===== config.mk =====
export PLATFORM = sky130hd
export DESIGN_NAME = ncpl_ram
export DESIGN_NICKNAME = d
export VERILOG_FILES = /design/src/ncpl_ram.sv
export SDC_FILE = /design/constraint.sdc
export NUM_CORES = 1
export LEC_CHECK = 0
export BUFFER_PORTS_ARGS = -buffer_cell sky130_fd_sc_hd__buf_2
export CAP_MARGIN = 20
export CORE_MARGIN = 2
export CORE_UTILIZATION = 50
export DETAILED_ROUTE_END_ITERATION = 12
export PLACE_DENSITY = 0.67
export SKIP_LAST_GASP = 1
export SLEW_MARGIN = 20
export SYNTH_ARGS = -nofsm -noshare
export SYNTH_HDL_FRONTEND = slang
export SYNTH_SLANG_ARGS = --single-unit

===== constraint.sdc =====
create_clock -name clk -period 2.9 [get_ports clk]
set_clock_uncertainty 0.2 [all_clocks]
set_input_delay 0 -clock clk [delete_from_list [all_inputs] [get_ports clk]]
set_output_delay 0 -clock clk [all_outputs]
set_load 0.03 [all_outputs]

===== src/ncpl_ram.sv =====
// Generic single-write, single-read synchronous RAM with registered read data.
// No dependencies.
`default_nettype none

module ncpl_ram #(
  parameter int unsigned WIDTH = 8,
  parameter int unsigned DEPTH = 64
) (
  input  wire logic                     clk,
  input  wire logic                     we,
  input  wire logic [$clog2(DEPTH)-1:0] waddr,
  input  wire logic [WIDTH-1:0]         wdata,
  input  wire logic                     re,
  input  wire logic [$clog2(DEPTH)-1:0] raddr,
  output logic      [WIDTH-1:0]         rdata
);

  logic [WIDTH-1:0] mem [DEPTH];

  // Write port
  always_ff @(posedge clk) begin
    if (we) begin
      mem[waddr] <= wdata;
    end
  end

  // Registered read port
  always_ff @(posedge clk) begin
    if (re) begin
      rdata <= mem[raddr];
    end
  end

endmodule

`default_nettype wire


Yosys cells after proc, flatten, opt, wreduce, memory -nomap -nowiden:

Memory sizes are Yosys's and may differ from the RTL's. A register that Yosys moved wholly into a read port is not among the register bits.
Index checks and enable logic that the tools add are counted.

* register bits after elaboration: 0
* bits in writable memories: 512
* input port bits: 23
* output and inout bits: 8
* word-level logic and storage cells: 3
* memories: 1

* multiplexer cells: 2

Memories
* mem: words 64, bits a word 8, read ports 1, clocked after Yosys merged registers in 1, write ports 1, line 18 `logic [WIDTH-1:0] mem [DEPTH];`

Operators by type and width (number)
* 2-to-1 mux 1 bit: 2

Longest topological paths before layout:

* depth after elaboration: 2
* depth in mapped cells: 9
* gate-level depth less buffers: 5

Least setup slack after synthesis:

No wires, ideal clock.

* kind: register -> register
* start: memory mem[29][4]
* end: register rdata[4], read port of mem (data pin)
* library setup time: 0.270 ns
* arrival time: 1.560 ns
* data required time: 2.430 ns
* setup slack: 0.870 ns
* stages on the path, launching flop included: 6
* buffers on the path: 0
* period minus slack after synthesis: 2.030 ns
* path through: edfxtp_1 > mux4_2 > mux2_2 > o221a_2 > nor3_1 > o32ai_1

RTL lines
* start: declaration: line 18
* end: declaration: line 15 `output logic [WIDTH-1:0] rdata`

Worst setup path in the final report:

* start: input port waddr[5]
* end: memory mem[51][1], enable pin

RTL lines
* start: declaration: line 11 `input wire logic [$clog2(DEPTH)-1:0] waddr,`

Straight into the memory's write port.

==> metrics.yaml <==
run_status:
  status: "completed"
yosys:
  netlist.area_leader.share: 0.771
  synth_nets: 963
  mappedNetlistArea_um2: 20200
  synthAdderAreaFrac: 0
  synth-compound-area-share: 0.0206
  synth_mux_area_frac: 0.159
  synth_area_leader_cell: "edfxtp_1"
  synth_flop_cell: "edfxtp_1"
  async_reset_ff_frac: 0
  synth_edf_count: 520
  synth_top_family_by_area: "multiplexers"
  synth_area_leaders: "edfxtp_1, mux4_2, nor2_1"
  yosys.area_share.simple: 0.0337
  synth_xor_xnor_area_share: 0
  yosysWarnings: 0
  avgSynthCellArea_um2: 21.5
  yosysSeqAreaShare: 0.771
  synthCells: 940
  yosysUniqueCellTypes: 39
  ys_ff_latch: 520
timing:
  worst_slack_ns: 0.363
  fin_hold_ws_ns: 0.0514
  worst_slew_pin_slew_ns: 0.817
  post-route-min-period_ns: 2.54
  finalSetupTns_ns: 0
  rsz0062_at_grt: "no"
  setup_viol: 0
  hold_viol_final: 0
  min_period_over_period: 0.875
  relSlewSlack: 0.453
  drv_slew: 0
  timing.fmax_ghz: 0.394
drt:
  dr.pass1.iters: 5
  avgRoutedWirePerCell_um: 26.9
  vias_per_cell: 6.03
  wirelength_mm: 44.4
  num_vias: 9944
  ant_nets: 0
  drc_errors: 0
  first_iter_violations: 1032
setup_path:
  end_kind: "flop"
  cp_common_cell: "dlygate4sd3_1"
  crit_required_ns: 2.98
  r2r-start: "mem[16][4]"
  worstPathArrival_ns: 2.62
  r2r_end: "rdata[4]"
  ff2ff_path_depth: 5
  worst-setup-path-type: "in -> reg"
  ff2ff_setup_slack_ns: 0.57
  critPathLaunchType: "input port"
  cpPeakStageDelay_ns: 0.64
  crit_fanout: 7
  slowest_stage: "dlygate4sd3_1"
  path_cells: "dlygate4sd3_1 -> buf_2 -> nor2b_1 -> nand4_1 -> dlygate4sd3_1 -> nor2_1 -> buf_4"
cts:
  clock_latency_ns: 0.58
  cts_tree: "yes"
  cts_root_buf: "clkbuf_16"
  ctsHoldBuffers: 16
  clock_path_buffers: 3
  cts_setup_buffers: 0
  clk_pin_slew_worst_paths_ns: 0.06
  clock_sinks: 520
  post_cts_resized: 0
  ctsHtreeMaxLevel: 2
  cts_made_buffers: 51
die:
  die_w_um: 205
  die_h_um: 205
  core_um2: 39800
  row_count: 73
  start_util: 0.508
  ios: 31
  die_area_um2: 42100
pwr:
  peakVddDrop_uv: 506
  p_leak_nw: 7.49
  power_density_nw_per_um2: 661
  total_power_mw: 15.4
global_route:
  grtUsageTotal: 0.220
  grt_overflow: 0
  antenna_found_initial: 0
  grt_max_degree: 65
  grt_pass1_wl_mm: 66.4
  grt_pass1_vias: 10124
layout:
  nFillCells: 2918
  final_net_count: 1111
  antenna_cells: 0
  drive_gt1_frac: 0.300
  fin_util: 0.587
  area_growth_pct: 15.4
worst_hold_path:
  min_from: "raddr[4]"
  hold_path_depth: 4
  hold_end: "rdata[4]"
  holdCritPathClass: "in -> reg"
placed_design:
  hpwl_mm: 27.8
  io_buffers: 30
  place_congestion: 0.796
  dp_slack_ns: 0.248
run:
  maxCapViolations: 0
## state kept, by name, summed over array words and instances (netlist names)
name,count
mem,512
rdata,8
## layer usage
| metal | part of all wire | track usage |
|---|---|---|
| met5 | 0 | 0 |
| met4 | 0.025 | 0.0665 |
| met3 | 0.074 | 0.0379 |
| met2 | 0.48 | 0.350 |
| met1 | 0.42 | 0.318 |
## layout by cell type (no fill, tap or decap), types with 3 or more instances in the layout
cell type,instances
clkinv_2,12
nor2b_1,14
nor3_1,7
nand2_1,19
a22oi_1,3
o2bb2ai_1,3
clkbuf_16,53
buf_12,9
o221ai_1,8
buf_2,24
clkinv_1,10
edfxtp_1,520
mux2_2,13
o22ai_1,8
buf_4,93
mux2i_1,23
a211oi_1,4
clkbuf_1,10
nand2b_1,7
mux4_2,126
dlygate4sd3_1,19
nor2_1,83
bufinv_16,3
o2111ai_1,3
a221oi_1,6
a21oi_1,3
nand3_1,13
nand3b_1,3
## cells by family (layout without fill, tap and decap cells)
| group | Yosys count | in the layout |
|---|---|---|
| mux | 162 | 162 |
| simple gates | 153 | 153 |
| flops | 520 | 520 |
| compound gates | 54 | 54 |
| buf+inv | 51 | 236 |
## cells in the mapped netlist, drive strengths merged, types with 2 or more instances
master,instances
a2111oi,2
a211oi,4
a21oi,3
a221oi,6
a22oi,3
buf,34
clkbuf,17
edfxtp,520
mux2,13
mux2i,23
mux4,126
nand2,19
nand2b,7
nand3,13
nand3b,3
nand4,2
nor2,83
nor2b,14
nor3,7
nor4,2
o2111ai,3
o21a,2
o21ai,4
o221a,2
o221ai,8
o22ai,8
o2bb2ai,3
o32ai,2
o41ai,2
## where the power goes
part	switching (mW)	leakage, nW	internal, mW
registers	0.0189	4.69	8.34
logic	0.498	2.03	0.330
clock network	2.67	0.775	3.59
total	3.19	7.49	12.3
## through the flow
stage | cell area, um2 | std cells
6_report | 23400 | 1650
4_1_cts | 23300 | 1647
5_1_grt | 23400 | 1650
3_3_place_gp | 21600 | 1541
2_1_floorplan | 20200 | 940
3_5_place_dp | 21600 | 1541
## worst max-delay path, delay by kind of cell
kind          cells  cell delay (ns)
simple gates      3             0.95
buf+inv           4             1.67
## how the worst max path moves through the flow
stage	from	endpoint	slack [ns]	cells past startpoint
final	waddr[5]	mem[51][1]	0.36	7
after global routing	waddr[5]	mem[51][1]	0.30	7
after CTS	waddr[5]	mem[51][1]	0.46	7
after detailed placement	raddr[0]	rdata[4]	0.25	7
after global placement	raddr[0]	rdata[4]	0.25	7
after floorplan	mem[29][4]	rdata[4]	0.87	5
## cell type report
| type | count | area [um2] | area share |
|---|---|---|---|
| Sequential cell | 520 | 15600 | 0.669 |
| Multi-Input combinational cell | 369 | 4320 | 0.185 |
| Clock buffer | 63 | 1360 | 0.0584 |
| Timing Repair Buffer | 146 | 1200 | 0.0515 |
| Tap cell | 525 | 657 | 0.0281 |
| Clock inverter | 27 | 204 | 0.00873 |
No activity file was read; power rests on OpenSTA's default activity.
