[src/ncpl_pkg.sv]
// Shared types and constants for the nearest-claimant point lock table.
// Depends on nothing; used by ncpl_slot_eval and the core top level.
`default_nettype none

package ncpl_pkg;

  // Field widths of the stream payloads
  localparam int unsigned KEY_W     = 32;
  localparam int unsigned LOCK_ID_W = 16;
  localparam int unsigned DIST_W    = 24;
  localparam int unsigned RADIUS_W  = 16;
  localparam int unsigned FUNC_W    = 2;
  localparam int unsigned STATUS_W  = 2;
  localparam int unsigned MULT_W    = 2;

  // Distance code for a claim that has not reported yet
  localparam logic [DIST_W-1:0] DIST_UNSET = {DIST_W{1'b1}};

  // Operation codes
  localparam logic [FUNC_W-1:0] FUNC_ACQUIRE = 2'd0;
  localparam logic [FUNC_W-1:0] FUNC_RELEASE = 2'd1;
  localparam logic [FUNC_W-1:0] FUNC_QUERY   = 2'd2;

  // Status codes
  localparam logic [STATUS_W-1:0] STATUS_OK         = 2'd0;
  localparam logic [STATUS_W-1:0] STATUS_KEY_ABSENT = 2'd1;
  localparam logic [STATUS_W-1:0] STATUS_FULL       = 2'd2;
  localparam logic [STATUS_W-1:0] STATUS_ID_ABSENT  = 2'd3;

  // Speed multiplier codes (two bit signed)
  localparam logic [MULT_W-1:0] MULT_BACK = 2'b11;
  localparam logic [MULT_W-1:0] MULT_WAIT = 2'b00;
  localparam logic [MULT_W-1:0] MULT_GO   = 2'b01;

  // Running state of one scan over the table
  typedef struct packed {
    logic              key_seen;
    logic              id_seen;
    logic              have_best;
    logic              best_match;
    logic [DIST_W-1:0] best_dist;
  } acc_t;

  // Per-slot control from the slot evaluator
  typedef struct packed {
    logic hit;
    logic wr_en;
  } eval_flags_t;

endpackage

`default_nettype wire

[src/ncpl_slot_eval.sv]
// Read-modify-write evaluation of one table slot during a scan.
// Depends on ncpl_pkg for codes and the scan accumulator type.
`default_nettype none

module ncpl_slot_eval #(
  parameter int unsigned ID_BITS = 16
) (
  input  wire logic [ncpl_pkg::FUNC_W-1:0]    func,
  input  wire logic [ncpl_pkg::KEY_W-1:0]     key,
  input  wire logic [ncpl_pkg::LOCK_ID_W-1:0] lock_id,
  input  wire logic [ncpl_pkg::DIST_W-1:0]    distance,
  input  wire logic [ID_BITS-1:0]             next_id,
  input  wire logic                           ent_valid,
  input  wire logic [ncpl_pkg::KEY_W-1:0]     ent_key,
  input  wire logic [ID_BITS-1:0]             ent_id,
  input  wire logic [ncpl_pkg::DIST_W-1:0]    ent_dist,
  input  wire ncpl_pkg::acc_t                 acc_in,
  output ncpl_pkg::acc_t                      acc_out,
  output ncpl_pkg::eval_flags_t               flags,
  output logic                                wr_valid,
  output logic      [ncpl_pkg::KEY_W-1:0]     wr_key,
  output logic      [ID_BITS-1:0]             wr_id,
  output logic      [ncpl_pkg::DIST_W-1:0]    wr_dist
);

  localparam int unsigned CMP_W =
    (ID_BITS > ncpl_pkg::LOCK_ID_W) ? ID_BITS : ncpl_pkg::LOCK_ID_W;

  logic                        key_hit;
  logic                        id_hit;
  logic [ncpl_pkg::DIST_W-1:0] eff_dist;

  assign key_hit = ent_valid && (ent_key == key);
  assign id_hit  = (CMP_W'(ent_id) == CMP_W'(lock_id));

  // Distance of this slot after a query has updated it
  assign eff_dist = (key_hit && id_hit) ? distance : ent_dist;

  // Evaluate the slot for the current operation
  always_comb begin
    acc_out  = acc_in;
    flags    = '0;
    wr_valid = ent_valid;
    wr_key   = ent_key;
    wr_id    = ent_id;
    wr_dist  = ent_dist;
    unique case (func)
      ncpl_pkg::FUNC_ACQUIRE: begin
        // Claim the first free slot
        if (!ent_valid) begin
          flags.hit   = 1'b1;
          flags.wr_en = 1'b1;
          wr_valid    = 1'b1;
          wr_key      = key;
          wr_id       = next_id;
          wr_dist     = ncpl_pkg::DIST_UNSET;
        end
      end
      ncpl_pkg::FUNC_RELEASE: begin
        // Drop the first claim matching key and id
        if (key_hit) begin
          acc_out.key_seen = 1'b1;
          if (id_hit) begin
            flags.hit   = 1'b1;
            flags.wr_en = 1'b1;
            wr_valid    = 1'b0;
          end
        end
      end
      ncpl_pkg::FUNC_QUERY: begin
        // Store the caller distance and track the nearest set distance
        if (key_hit) begin
          acc_out.key_seen = 1'b1;
          if (id_hit) begin
            acc_out.id_seen = 1'b1;
            flags.wr_en     = 1'b1;
            wr_dist         = distance;
          end
          if (eff_dist < acc_in.best_dist) begin
            acc_out.have_best  = 1'b1;
            acc_out.best_dist  = eff_dist;
            acc_out.best_match = id_hit;
          end
        end
      end
      default: begin
      end
    endcase
  end

endmodule

`default_nettype wire

[config.mk]
export PLATFORM = sky130hd
export DESIGN_NAME = ncpl_slot_eval
export DESIGN_NICKNAME = d
export VERILOG_FILES = /design/src/ncpl_pkg.sv /design/src/ncpl_slot_eval.sv
export SDC_FILE = /design/constraint.sdc
export NUM_CORES = 1
export LEC_CHECK = 0
export ABC_AREA = 1
export BUFFER_PORTS_ARGS = -buffer_cell sky130_fd_sc_hd__buf_4
export CAP_MARGIN = 25
export CORE_AREA = 5 5 112 114
export DETAILED_ROUTE_END_ITERATION = 12
export DIE_AREA = 0 0 117 119
export PLACE_DENSITY = 0.68
export SETUP_SLACK_MARGIN = 0.2
export SLEW_MARGIN = 20
export SYNTH_ARGS = -nofsm -noshare
export SYNTH_HDL_FRONTEND = slang
export SYNTH_SLANG_ARGS = --single-unit
[constraint.sdc]
create_clock -name vclk -period 3.88
set_clock_uncertainty 0.2 [all_clocks]
set_input_delay 0.194 -clock vclk [all_inputs]
set_output_delay 0.194 -clock vclk [all_outputs]
set_load 0.03 [all_outputs]
# Yosys cells after proc, flatten, opt, wreduce, memory -nomap -nowiden
# Cells that the tools add are included.
[word_totals]
n_memories = 0
latchBits = 0
romBits = 0
in_bits = 191
mem_bits_rw = 0
regBits = 0
wordCells = 33
[op_classes]
add_sub_neg = 0
n_div = 0
reduce_logical = 3
shift = 0
n_lt_le_gt_ge = 1
mul = 0
eq_ne = 4
n_mux = 25
bitwise = 0
[op_table]
columns = ["operator", "n"]
rows = [
  ["$mux 24", 4],
  ["$mux 32", 2],
  ["$pmux 24 s2", 1],
  ["$eq 32x32->1", 1],
  ["$mux 16", 2],
  ["$mux 28", 1],
  ["$mux 27", 1],
  ["$mux 26", 1],
  ["$lt 24x24->1", 1],
  ["$eq 16x16->1", 1],
  ["$mux 1", 6],
  ["$mux 2", 3],
  ["$pmux 1 s2", 3],
  ["$pmux 1 s3", 1],
  ["$eq 2x1->1 const B", 1],
  ["$eq 2x2->1 const B", 1],
  ["$logic_and 1x1->1", 2],
  ["$logic_not 2->1", 1],
]

# Depth between registers and ports, before layout
[logic_depth]
depth_word = 8
mapped_depth = 26
ltp_nobuf = 24

# Worst setup path before layout
# OpenSTA, ideal clock, no wires.
[synth_path]
path_kind = "in2out"
from = "input key[10] (netlist bit)"
to = "output acc_out[10] (netlist bit)"
path_buffers = 3
t_arrival_ns = 3.125
t_required_ns = 3.486
slack_ns = 0.361
cell_stages = 22
path_cell_list = "xnor2_1 nand2_1 nor2_1 nand2_1 nor2_1 nand3_2 nor2_4 inv_2 clkbuf_1 nor2_1 nor2_1 ha_1 a21oi_1 o21ai_0 nand3_1 a21oi_1 a2111oi_0 o211a_1 buf_4 buf_2 nand3_1 nand2_1"
[synth_rtl]
columns = ["item", "line_no", "rtl"]
rows = [
  ["start: declaration", "ncpl_slot_eval.sv:9", "input wire logic [ncpl_pkg::KEY_W-1:0] key,"],
  ["end: declaration", "ncpl_slot_eval.sv:18", "output ncpl_pkg::acc_t acc_out,"],
]

==> flow_summary_export.csv <==
group,metric,value,unit
cts,cts_hold_buf,0,
finish,multi_input_area,3640,um2
outcome,failed_checks,"setup timing",
timing,finalCritPeriodShare,102,%
finish,sequential_cell_total,0,
timing,slew_headroom,41.7,%
synth,synthCells,811,
worst_setup_path,endpoint_kind,"output pin",
synth,synth.distinct_cells,32,
floorplanning,core.rowCount,39,
global_route,grt_util_met3,3.90,%
floorplanning,die_w,117,um
outcome,status,"finished, violations left",
finish,drive_gt1_share,53.6,%
pwr,vdd_drop_max,0.000101,V
synth,ys_seq_area_share,0,%
placed_design,dp_hpwl,15.8,mm
drt,dr_total_vias,7666,
global_route,grt_util_met1,32.0,%
drt,drt-total-wl,27.1,mm
synth,synthTopCellsByCount,"nand2_1 (312), inv_1 (143), nor2_1 (131), o21ai_0 (58), nand3_1 (39)",
drt,drc_errors,0,
finish,regArea,0,um2
timing,hold_viol,0,
global_route,grt_pass1_vias,6743,
global_route,grtUsageMet2,53.2,%
timing,period_minus_slack,3.95,ns
drt,drtAntennaViolNets,0,
timing,hold_slack,0.499,ns
timing,rsz0062_at_grt,"true",
timing,setup_viol,25,
worst_hold_path,holdCritPathClass,"primary input to output pin",
synth,yosysMostFrequentCell,"nand2_1",
global_route,grt_pass1_wl,32.4,mm
global_route,grt_overflow_total,0,
timing,tightest_slew,0.873,ns
finish,postLayoutCoreUtil,76.4,%
global_route,grt_max_degree,59,
floorplanning,die-area,13900,um2
drt,drtIter0Drc,866,
synth,yosys-top-cells-area,"nand2_1 (32%), inv_1 (15%), nor2_1 (13%)",
timing,timing.fmax,253,MHz
synth,synth_warnings,0,
job,drv.max_cap_violation_count,0,
synth,synth_nets,1029,
floorplanning,initial_core_util,32.5,%
drt,vias_per_cell,5.31,
global_route,antenna_found_initial,0,
timing,fin_ws,-0.0680,ns
floorplanning,die_y,119,um
drt,routedWlPerCell,18.8,um
finish,diodes,0,
finish,nNetsFinal,1521,
finish,nFillCells,830,
finish,final_cells,1444,
synth,syn_area,3680,um2
floorplanning,core,11300,um2
global_route,busiest_layer,"met2",
worst_setup_path,startpoint_type,"primary input",
pwr,total_leakage_power,4.93,nW
synth,synth_top_area_share,31.8,%
placed_design,gp_congestion,0.966,
synth,syn_area_per_cell,4.54,um2
pwr,power_density,128,nW/um2
finish,nClkBuffers,0,
drt,first_pass_iters,8,
global_route,track_usage,28.4,%
placed_design,port_buffers,294,
synth,yosysTopAreaCell,"nand2_1",
floorplanning,pin_count,294,
worst_setup_path,path_max_fanout,6,
timing,drv_slew,0,
worst_setup_path,critPathKind,"primary input to output pin",
worst_setup_path,worstPathRequired,3.49,ns
pwr,power.total,1.11,mW
worst_setup_path,crit_arrival,3.55,ns
finish,synthToLayoutAreaGrowth,135,%
placed_design,place_inst,1299,
## stage by stage
stage / setup WS, ns / cell area [um2] / TNS (ns)
2_1_floorplan: 0.361 / 3680 / 0
3_3_place_gp: -0.0355 / 6560 / -0.195
3_5_place_dp: -0.139 / 6560 / -2.91
4_1_cts: 0.148 / 7650 / 0
5_1_grt: -0.217 / 8650 / -4.97
6_report: -0.0680 / 8650 / -1.27
## kinds of logic after synthesis
logic type                 count (synthesis)  synth area share, %
and+or+nand+nor                          518                 56.9
buffers and inverters                    173                 18.6
AOI/OAI and AO/OA                         92                 15.1
adders and majority gates                 27                 9.17
xor gates and xnor gates                   1                0.238
## repair_timing
action	in CTS	in global routing
setup endpoints to repair	26	28
pin swaps	24	73
gates resized for setup	63	228
cloned	3	3
buffers inserted	107	32
## worst max-delay path, cell delays in order
cell	delay [ns]
buf_8	0.09
inv_4	0.04
nand2_4	0.08
nand2_2	0.08
nor2_1	0.13
nand2_1	0.10
inv_1	0.10
nand2_1	0.09
nor2_2	0.15
nand3_2	0.12
nor2_4	0.18
buf_6	0.12
buf_6	0.09
buf_6	0.11
nor2_1	0.05
nor2_1	0.13
ha_1	0.29
a21oi_2	0.16
a21oi_2	0.07
a2111oi_2	0.22
buf_4	0.17
o211a_4	0.22
buf_12	0.16
nand2_4	0.10
nand2_1	0.07
nand2_1	0.05
buf_4	0.16
## metal layers
metal | up-vias | part of all wire, %
met3 | 182 | 11
li1 | 3511 | -
met4 | 0 | 7.6
met5 | - | 0
met2 | 615 | 49
met1 | 3358 | 33
## power by group
part / internal, mW / switching (mW)
Sequential: 0 / 0
Clock: 0 / 0
Combinational: 0.516 / 0.594
Total: 0.516 / 0.594
## cell usage in the layout, fill, tap and decap left out, types with 7 or more instances in the layout
cell,count
nor2_4,13
buf_6,45
nor2_2,21
buf_8,8
nand2_1,220
nand2_4,25
inv_1,113
a21oi_2,7
nor2_1,100
a221o_1,13
nand3_1,39
ha_1,25
o21ai_0,55
nand4_1,19
inv_2,24
nand2_2,69
inv_4,7
buf_12,8
buf_4,451
## layout make-up
cell class	count	share of cell area (%)
tap	143	2.07
inverter	145	6.64
multi-input combinational	641	42.1
timing repair buffer	515	49.2
## worst paths after layout
| path | cells after the start | end | slack (ns) | startpoint |
|---|---|---|---|---|
| min | 4 | acc_out[10] | 0.50 | acc_in[10] |
| max | 27 | acc_out[15] | -0.07 | ent_key[6] |
Note: power is estimated with default switching activity, not from simulation.
